[src/rtl/bksl_pkg.sv]
// Package for the B-spline knot span locator.
// Holds field widths, command and register codes, shared structs and the
// sequencer state type. Depends on nothing.
package bksl_pkg;

  localparam int IDX_W         = 8;
  localparam int KNOT_W        = 32;
  localparam int TOL_W         = 31;
  localparam int ORDER_W       = 5;
  localparam int COUNT_W       = 8;
  localparam int MAX_KNOTS_DEF = 256;

  localparam logic [ORDER_W-1:0] ORDER_RESET = ORDER_W'(4);
  localparam logic [COUNT_W-1:0] COUNT_RESET = COUNT_W'(4);

  typedef enum logic [1:0] {
    CMD_WRITE  = 2'd0,
    CMD_LOCATE = 2'd1,
    CMD_FUZZY  = 2'd2,
    CMD_NONE   = 2'd3
  } cmd_t;

  typedef enum logic {
    REG_SPLINE_ORDER = 1'b0,
    REG_COEF_COUNT   = 1'b1
  } reg_idx_t;

  typedef struct packed {
    logic [ORDER_W-1:0] spline_order;
    logic [COUNT_W-1:0] coef_count;
  } cfg_t;

  typedef struct packed {
    logic lt;    // a < b
    logic eq;    // a == b
    logic near;  // a - b < tolerance
  } cmp_res_t;

  typedef enum logic [3:0] {
    ST_IDLE,
    ST_CHK_LOW,
    ST_CHK_HIGH,
    ST_BND_HI,
    ST_BND_LO,
    ST_STEP_UP,
    ST_STEP_DN,
    ST_BS_LOW,
    ST_BS_HIGH,
    ST_FINISH,
    ST_SNAP_LO,
    ST_SNAP_HI,
    ST_SKIP
  } state_t;

endpackage

[src/rtl/bksl_cmp.sv]
// Shared compare unit: one 33-bit subtractor gives less-than, equality and
// the tolerance test. Depends on bksl_pkg.
module bksl_cmp import bksl_pkg::*; (
  input  logic signed [KNOT_W-1:0] a,
  input  logic signed [KNOT_W-1:0] b,
  input  logic        [TOL_W-1:0]  tol,
  output cmp_res_t                 res
);

  logic signed [KNOT_W:0] diff;

  assign diff     = {a[KNOT_W-1], a} - {b[KNOT_W-1], b};
  assign res.lt   = diff[KNOT_W];
  assign res.eq   = (diff == '0);
  assign res.near = (diff < $signed({2'b00, tol}));

endmodule

[src/rtl/bksl_seq.sv]
// Span search sequencer: issues one knot read per cycle, drives the shared
// compare unit and holds the search registers. Depends on bksl_pkg, bksl_cmp.
module bksl_seq import bksl_pkg::*; (
  input  logic                     clk,
  input  logic                     rst,
  input  cfg_t                     cfg,
  input  logic                     start,
  input  cmd_t                     cmd,
  input  logic signed [KNOT_W-1:0] query_point,
  input  logic        [TOL_W-1:0]  tolerance,
  input  logic signed [KNOT_W-1:0] knot_data,
  output logic        [IDX_W-1:0]  rd_index,
  output logic                     busy,
  output logic                     done,
  output logic        [IDX_W-1:0]  span_index,
  output logic signed [KNOT_W-1:0] snapped_point
);

  function automatic logic [IDX_W-1:0] mid(input logic [IDX_W-1:0] x,
                                           input logic [IDX_W-1:0] y);
    logic [IDX_W:0] sum;
    sum = {1'b0, x} + {1'b0, y};
    return sum[IDX_W:1];
  endfunction

  state_t state, state_next;
  logic [IDX_W-1:0] s, s_next, lo, lo_next, hi, hi_next;
  logic [IDX_W-1:0] kmin, kmin_next, kmax, kmax_next, cached, cached_next;
  logic signed [KNOT_W-1:0] t, t_next, ks, ks_next;
  logic [TOL_W-1:0] tol, tol_next;
  logic fuzzy, fuzzy_next, tge0, tge0_next, tlt1, tlt1_next, tltks, tltks_next;

  logic [IDX_W-1:0] lo_c, hi_raw, hi_c, s0, bs_mid, s_p1, s_p2, s_m1;
  logic [IDX_W-1:0] kmin_bs, kmax_bs, bs_new;
  logic [IDX_W:0]   hi_p1, s_p1_w;
  logic             emit;
  logic [IDX_W-1:0] emit_span;
  logic signed [KNOT_W-1:0] emit_point, a_op, b_op;
  logic             a_swap, a_ks;
  cmp_res_t         cr;

  bksl_cmp u_cmp (
    .a   (a_op),
    .b   (b_op),
    .tol (tol),
    .res (cr)
  );

  assign a_op = a_swap ? knot_data : (a_ks ? ks : t);
  assign b_op = a_swap ? t : knot_data;

  // Span bounds from the live configuration; the cached span is pulled
  // back to the lower bound when it falls outside them.
  assign lo_c   = (cfg.spline_order == '0) ? '0
                : IDX_W'(cfg.spline_order) - IDX_W'(1);
  assign hi_raw = (cfg.coef_count == '0) ? '0 : IDX_W'(cfg.coef_count) - IDX_W'(1);
  assign hi_c   = (hi_raw < lo_c) ? lo_c : hi_raw;
  assign s0     = (cached < lo_c || cached > hi_c) ? lo_c : cached;

  assign bs_mid  = mid(lo, hi);
  assign s_p1    = s + IDX_W'(1);
  assign s_p2    = s + IDX_W'(2);
  assign s_m1    = s - IDX_W'(1);
  assign hi_p1   = {1'b0, hi} + (IDX_W+1)'(1);
  assign s_p1_w  = {1'b0, s} + (IDX_W+1)'(1);
  assign kmin_bs = tltks ? kmin : s;
  assign kmax_bs = tltks ? s : kmax;
  assign bs_new  = mid(kmin_bs, kmax_bs);

  assign busy = (state != ST_IDLE);

  always_ff @(posedge clk) begin
    if (rst) begin
      state  <= ST_IDLE;
      cached <= '0;
      done   <= 1'b0;
    end else begin
      state  <= state_next;
      cached <= cached_next;
      done   <= emit;
    end
    s     <= s_next;
    lo    <= lo_next;
    hi    <= hi_next;
    kmin  <= kmin_next;
    kmax  <= kmax_next;
    t     <= t_next;
    ks    <= ks_next;
    tol   <= tol_next;
    fuzzy <= fuzzy_next;
    tge0  <= tge0_next;
    tlt1  <= tlt1_next;
    tltks <= tltks_next;
    if (emit) begin
      span_index    <= emit_span;
      snapped_point <= emit_point;
    end
  end

  always_comb begin
    state_next  = state;
    s_next      = s;
    lo_next     = lo;
    hi_next     = hi;
    kmin_next   = kmin;
    kmax_next   = kmax;
    t_next      = t;
    ks_next     = ks;
    tol_next    = tol;
    fuzzy_next  = fuzzy;
    tge0_next   = tge0;
    tlt1_next   = tlt1;
    tltks_next  = tltks;
    cached_next = cached;
    rd_index    = s;
    a_swap      = 1'b0;
    a_ks        = 1'b0;
    emit        = 1'b0;
    emit_span   = s;
    emit_point  = t;

    unique case (state)
      ST_IDLE: begin
        rd_index = s0;
        if (start && (cmd == CMD_LOCATE || cmd == CMD_FUZZY)) begin
          lo_next    = lo_c;
          hi_next    = hi_c;
          s_next     = s0;
          t_next     = query_point;
          tol_next   = tolerance;
          fuzzy_next = (cmd == CMD_FUZZY);
          state_next = ST_CHK_LOW;
        end
      end
      ST_CHK_LOW: begin
        tge0_next  = !cr.lt;
        rd_index   = s_p1;
        state_next = ST_CHK_HIGH;
      end
      ST_CHK_HIGH: begin
        tlt1_next = cr.lt;
        if (tge0 && cr.lt) begin
          state_next = ST_FINISH;
        end else begin
          rd_index   = hi;
          state_next = ST_BND_HI;
        end
      end
      ST_BND_HI: begin
        if (!cr.lt) begin
          s_next     = hi;
          state_next = ST_FINISH;
        end else begin
          rd_index   = lo;
          state_next = ST_BND_LO;
        end
      end
      ST_BND_LO: begin
        if (cr.lt || cr.eq) begin
          s_next     = lo;
          state_next = ST_FINISH;
        end else if (s < hi) begin
          rd_index   = s_p2;
          state_next = ST_STEP_UP;
        end else if (s > lo) begin
          rd_index   = s_m1;
          state_next = ST_STEP_DN;
        end else begin
          rd_index   = bs_mid;
          kmin_next  = lo;
          kmax_next  = hi;
          s_next     = bs_mid;
          state_next = ST_BS_LOW;
        end
      end
      ST_STEP_UP: begin
        if (!tlt1 && cr.lt) begin
          s_next     = s_p1;
          state_next = ST_FINISH;
        end else if (s > lo) begin
          rd_index   = s_m1;
          state_next = ST_STEP_DN;
        end else begin
          rd_index   = bs_mid;
          kmin_next  = lo;
          kmax_next  = hi;
          s_next     = bs_mid;
          state_next = ST_BS_LOW;
        end
      end
      ST_STEP_DN: begin
        if (!cr.lt && !tge0) begin
          s_next     = s_m1;
          state_next = ST_FINISH;
        end else begin
          rd_index   = bs_mid;
          kmin_next  = lo;
          kmax_next  = hi;
          s_next     = bs_mid;
          state_next = ST_BS_LOW;
        end
      end
      ST_BS_LOW: begin
        tltks_next = cr.lt;
        rd_index   = s_p1;
        state_next = ST_BS_HIGH;
      end
      ST_BS_HIGH: begin
        // Keep halving while t lies outside the probed span and the
        // bounds are not yet adjacent.
        if ((tltks || !cr.lt) && (kmax - kmin) > IDX_W'(1)) begin
          kmin_next  = kmin_bs;
          kmax_next  = kmax_bs;
          s_next     = bs_new;
          rd_index   = bs_new;
          state_next = ST_BS_LOW;
        end else begin
          state_next = ST_FINISH;
        end
      end
      ST_FINISH: begin
        if (fuzzy) begin
          state_next = ST_SNAP_LO;
        end else begin
          emit        = 1'b1;
          cached_next = s;
          state_next  = ST_IDLE;
        end
      end
      ST_SNAP_LO: begin
        if (cr.near) begin
          emit        = 1'b1;
          emit_point  = knot_data;
          cached_next = s;
          state_next  = ST_IDLE;
        end else begin
          rd_index   = s_p1;
          state_next = ST_SNAP_HI;
        end
      end
      ST_SNAP_HI: begin
        a_swap = 1'b1;
        if (cr.near) begin
          t_next  = knot_data;
          ks_next = knot_data;
          if (s_p1_w < hi_p1) begin
            s_next     = s_p1;
            rd_index   = s_p2;
            state_next = ST_SKIP;
          end else begin
            emit        = 1'b1;
            emit_span   = hi;
            emit_point  = knot_data;
            cached_next = hi;
            state_next  = ST_IDLE;
          end
        end else begin
          emit        = 1'b1;
          cached_next = s;
          state_next  = ST_IDLE;
        end
      end
      ST_SKIP: begin
        // Step over repeated knots after an upward snap.
        a_ks = 1'b1;
        if (cr.eq && s_p1_w < hi_p1) begin
          s_next   = s_p1;
          rd_index = s_p2;
        end else if (cr.eq) begin
          emit        = 1'b1;
          emit_span   = hi;
          cached_next = hi;
          state_next  = ST_IDLE;
        end else begin
          emit        = 1'b1;
          cached_next = s;
          state_next  = ST_IDLE;
        end
      end
      default: begin
        state_next = ST_IDLE;
      end
    endcase
  end

endmodule

[config.mk]
export PLATFORM = sky130hd
export DESIGN_NAME = bksl_seq
export DESIGN_NICKNAME = d
export VERILOG_FILES = /design/src/rtl/bksl_pkg.sv /design/src/rtl/bksl_cmp.sv /design/src/rtl/bksl_seq.sv
export SDC_FILE = /design/constraint.sdc
export NUM_CORES = 1
export LEC_CHECK = 0
export BUFFER_PORTS_ARGS = -buffer_cell sky130_fd_sc_hd__buf_2
export CORE_MARGIN = 2
export CORE_UTILIZATION = 30
export CTS_CLUSTER_SIZE = 10
export DETAILED_ROUTE_END_ITERATION = 10
export HOLD_SLACK_MARGIN = 0.05
export PLACE_DENSITY = 0.56
export SYNTH_ARGS = -nofsm -noshare
export SYNTH_HDL_FRONTEND = slang
export SYNTH_SLANG_ARGS = --single-unit
[constraint.sdc]
create_clock -name clk -period 25.4 [get_ports clk]
set_clock_uncertainty 0.05 [all_clocks]
set_input_delay 3.81 -clock clk [delete_from_list [all_inputs] [get_ports clk]]
set_output_delay 3.81 -clock clk [all_outputs]
set_load 0.01 [all_outputs]
Word level (Yosys, flattened, before mapping)
Index checks and enable logic that the tools add are counted.
{"block": "totals", "regBits": 192, "latchBits": 0, "ram_bits": 0, "romBits": 0, "inputBits": 113, "mem_count": 0}
{"block": "classes", "addsub": 11, "multipliers": 0, "div_mod_pow": 0, "order_cmp": 8, "n_eq_ne": 29, "shift": 0, "n_mux": 87, "bitwise": 0, "n_reduce_logical": 30}
{"op": "$mux 8", "count": 49}
{"op": "$mux 32", "count": 7}
{"op": "$pmux 32 s2", "count": 2}
{"op": "$pmux 8 s4", "count": 3}
{"op": "$pmux 8 s11", "count": 1}
{"op": "$pmux 8 s8", "count": 1}
{"op": "$pmux 4 s13", "count": 1}
{"op": "$mux 4", "count": 12}
{"op": "$logic_not 33->1", "count": 1}
{"op": "$lt 33x32->1", "count": 1}
{"op": "$sub 32x32->33", "count": 1}
{"op": "$ne 2x2->1 const B", "count": 13}
{"op": "$lt 8x8->1", "count": 3}
{"op": "$eq 4x4->1 const B", "count": 5}
{"op": "$add 8x1->9 const B", "count": 2}
{"op": "$add 8x8->9", "count": 2}
{"op": "$eq 4x3->1 const B", "count": 4}
{"op": "$gt 8x8->1", "count": 2}
{"op": "$pmux 8 s2", "count": 1}
{"op": "$sub 8x1->8 const B", "count": 2}
{"op": "$reduce_bool 4->1", "count": 3}
{"op": "$lt 9x9->1", "count": 1}
{"op": "$add 8x1->8 const B", "count": 1}
{"op": "$add 8x2->8 const B", "count": 1}
{"op": "24 further kinds", "count": 46}

Depth between registers and ports, before layout
{"block": "logic_depth", "depth_word": 10, "depth_mapped": 31, "ltp_nobuf": 26}

By module
Synthesis repeated with hierarchy kept, for this count alone.
{"block": "hier_totals", "cells_unflattened": 1874, "area_unflattened_um2": 16295.6}
{"module": "bksl_seq", "n_inst": 1, "cells_per_inst": 1492, "area_each_um2": 13639.3, "seq_area_each_um2": 5575.3}
{"module": "bksl_cmp", "n_inst": 1, "cells_per_inst": 382, "area_each_um2": 2656.3, "seq_area_each_um2": 0.0}

Worst setup path before layout
OpenSTA, ideal clock, no wires.
{"block": "synth_path", "path_kind": "input -> output", "start": "in cfg[5] (netlist bit)", "end": "out rd_index[2]", "t_arrival_ps": 9722, "t_required_ps": 21540, "slack_ps": 11818, "cell_stages": 25, "path_buffers": 2, "cell_sequence": "or4_1 nor4b_1 nor2_1 ha_1 a21o_1 a21o_1 a21oi_1 nor2b_1 o21ai_0 a211o_1 buf_2 buf_2 a21oi_1 ha_1 nor2b_1 o211ai_1 a21oi_1 o32a_1 a21oi_1 mux2i_1 nor2_1 a221o_1 or3_1 a221o_1 a311o_1"}
{"block": "synth_via", "elab_chain_len": 8, "elab_cells_between_ends": 9, "cone_classes": "add/sub: 1; order compare: 2; mux: 4; reduce/logical: 2"}
{"item": "start, declared", "line": "bksl_seq.sv:6", "text": "input cfg_t cfg,"}
{"item": "$sub 8x1->8 / $logic_not 8->1 (equally long branches)", "line": "bksl_seq.sv:56", "text": "assign hi_raw = (cfg.coef_count == '0) ? '0 : IDX_W'(cfg.coef_count) - IDX_W'(1);"}
{"item": "$mux 8 (*)", "line": "bksl_seq.sv:56"}
{"item": "$lt 8x8->1", "line": "bksl_seq.sv:57", "text": "assign hi_c = (hi_raw < lo_c) ? lo_c : hi_raw;"}
{"item": "$mux 8 (*)", "line": "bksl_seq.sv:57"}
{"item": "$gt 8x8->1 (*)", "line": "bksl_seq.sv:58", "text": "assign s0 = (cached < lo_c || cached > hi_c) ? lo_c : cached;"}
{"item": "$logic_or 1x1->1 (*)", "line": "bksl_seq.sv:58"}
{"item": "$mux 8 (*)", "line": "bksl_seq.sv:58"}
{"item": "$pmux 8 s11 (*)", "line": "bksl_seq.sv:122", "text": "unique case (state)"}
{"item": "end, declared", "line": "bksl_seq.sv:12", "text": "output logic [IDX_W-1:0] rd_index,"}
Every way passes the cells marked *; elsewhere a longest branch is shown, timed or not.

Worst setup path in the final report
Same ends and word-level chain as after synthesis.

==> qor.csv <==
stage,metric,value,unit
drt,route.detailed.drc,0,
synth,synth_fp_nets,2208,
drt,first_pass_iters,6,
synth,synthArstFlopShare,0,%
timing,hold_viol_final,0,
clock_network,cts_resized,0,
drt,wl_per_cell,21.4,µm
synth,yosys.cell_count.top_type,nand2_1,
timing,grt_setup_unrepaired,false,
finish,synthToLayoutAreaGrowth,12.9,%
finish,n_fill_cell,5778,
synth,ys.flop_type,edfxtp_1,
critical_path,path_buf_inv,3,
timing,setup_ws,11.07,ns
timing,maxSlewHeadroom,18.3,%
synth,synth_seq_cells,190,
synth,netlist_area,16700,µm²
synth,ys_warn_count,0,
floorplanning,coreArea,55100,µm²
drt,vias,16032,
timing,period_minus_slack,14.33,ns
place,portBuffers,162,
grt,grt-ovfl-total,0,
grt,grt_first_pass_wirelength,91600,µm
timing,finalSetupTns,0,ns
power,vdd_drop_max,0.0000616,V
drt,postRouteAntennaNets,0,
place,gp_congestion,0.949,
synth,synth_cells,1952,
place,place_inst,2778,
floorplanning,rows,86,
finish,final_cell_area,18900,µm²
finish,fin_cells,2817,
synth,synth_area_leader_cell,edfxtp_1,
power,p_per_area,76.6,nW/µm²
synth,synth-edff-count,177,
power,p_leak,7.48,nW
timing,setup_violations,0,
critical_path,slowest_stage,a21oi_1,
critical_path,crit_path_start_kind,input pin,
finish,drive_above_1_share,13.3,%
drt,first_iter_violations,1509,
clock_network,cts.clk_slew.worst_paths,0.08,ns
critical_path,cp_data_arrival_time,10.47,ns
place,dp_slack,11.05,ns
floorplanning,pin_count,163,
grt,grt_pass1_vias,15040,
critical_path,worstPathRequired,21.54,ns
critical_path,cp_top_family,compound AO/OA/AOI/OAI gates,
critical_path,worst-path-max-fanout,15,
timing,fmax,69.8,MHz
clock_network,cts_buffers,17,
synth,seq_area_frac_synth,33.3,%
drt,routed_wl,60300,µm
finish,layout.nets,2305,
synth,synth.area.top_cells,"edfxtp_1 32%, ha_1 10%, nand2_1 5.9%",
drt,routed_via_density,5.69,
timing,drv_slew,0,
grt,grt_max_degree,68,
critical_path,slowest_delay,0.93,ns
run_status,status,completed,
synth,syn_avg_cell_area,8.57,µm²
hold_path,hold_path.class,reg2reg,
synth,synth_cell_types,92,
clock_network,cts_sinks,190,
floorplanning,start_util,30.4,%
critical_path,crit_top_cell,a21oi_1,
clock_network,tritoncts,yes,
place,place_area,18300,µm²
timing,timing_worst_slew_pin_value,1.20,ns
critical_path,crit_type,in2out,
grt,grt_usage,20.9,%
place,dp_hpwl,45800,µm
floorplanning,die_area,57700,µm²
synth,synthTopCellsByCount,"262 x nand2_1, 177 x edfxtp_1, 168 x nor2_1, 139 x ha_1, 124 x a21oi_1",
floorplanning,die_h,240,µm
critical_path,regToRegSetupSlack,16.18,ns
synth,synth_top_area_share,31.8,%
floorplanning,die_w,240,µm
clock_network,cts-htree-levels,4,
clock_network,post_cts_buffers,0,
clock_network,clockBufferDepth,2,
flow_run,drv_cap,0,
finish,fin_util,34.3,%
clock_network,clkLatencyLatePin,0.51,ns
clock_network,postCtsHoldBufs,0,
clock_network,ctsRootBufferMaster,clkbuf_16,
timing,fin_crit_sh,56.4,%
grt,antenna_found_initial,9,
critical_path,cp-end-kind,output pin,
-- stage by stage --
step	hold slack, ns	power [mW]
3_3_place_gp	0.500	1.15
2_1_floorplan	0.453	0.925
3_5_place_dp	0.503	1.16
4_1_cts	0.514	1.45
6_report	0.505	1.45
5_1_grt	0.545	1.55
-- metal layers --
metal,global-route usage [%],share of wire (%),up-vias
met5,0,0.043,-
met4,7.08,2.5,4
met3,4.02,6.7,90
met2,31.4,43,634
met1,29.9,47,7744
li1,-,-,7560
-- registers in the layout, indices dropped and copies added (netlist names), 31 cells and up --
register and cells:
tol 31, ks 32, snapped_point 32, t 32
-- path summary, 6_finish.rpt --
| check | startpoint | to | cells after the start |
|---|---|---|---|
| hold reg to reg | cached[1] | cached[1] | 2 |
| setup reg to reg | state[1] | snapped_point[10] | 22 |
| setup / recovery | cfg[5] | rd_index[2] | 27 |
| hold / removal | cached[1] | cached[1] | 2 |
-- final cells by class --
class	instances	area [µm²]	share of cell area [%]
Clock inverter	15	179	0.948
Timing Repair Buffer	185	983	5.21
Sequential cell	190	5580	29.5
Inverter	107	402	2.13
Antenna cell	7	17.5	0.0928
Multi-Input combinational cell	1548	10400	54.9
Tap cell	748	936	4.96
Clock buffer	17	425	2.25
-- cells in the final DEF (no fill, tap or decap), types with 9 or more instances in the layout --
cell,synthesis,routed
a2111oi_0,9,9
a211o_1,10,9
a211oi_1,22,22
a21boi_0,10,10
a21o_1,39,39
a21oi_1,124,124
a221o_1,10,10
a22oi_1,61,61
a31oi_1,71,71
a32oi_1,9,9
and2_1,10,9
and3_1,16,15
buf_2,15,162
buf_4,0,23
clkbuf_16,0,17
dfxtp_1,13,13
edfxtp_1,177,177
ha_1,139,139
inv_1,106,106
mux2_2,20,20
mux2i_1,74,74
nand2_1,262,262
nand2b_1,10,10
nand3_1,35,34
nand4_1,26,26
nor2_1,168,166
nor2b_1,18,18
nor3_1,40,36
o211ai_1,25,25
o21a_1,24,24
o21ai_0,108,108
o22ai_1,12,12
or3_1,12,12
xnor2_1,31,31
xor2_1,16,16
-- cell families (layout without fill, tap and decap cells) --
family,count (synthesis),after routing,share of synthesized area [%]
compound gates,613,613,24.6
xor+xnor,48,48,2.56
fa+ha+maj,143,143,10.9
buf+inv,214,324,4.97
flops,190,190,33.3
mux,97,97,5.98
other cells,0,7,0
simple gates,647,647,17.7
-- tightest hold or removal path, stage by stage (launching register included) --
cell and delay, ns:
dfxtp_1 0.35, nor2_1 0.11, a211oi_1 0.05
-- where the power goes --
part / internal [mW] / switching, mW
sequential: 0.389 / 0.0540
clock: 0.133 / 0.148
combinational: 0.258 / 0.465
total: 0.780 / 0.666
(Power assumes the default switching activity.)
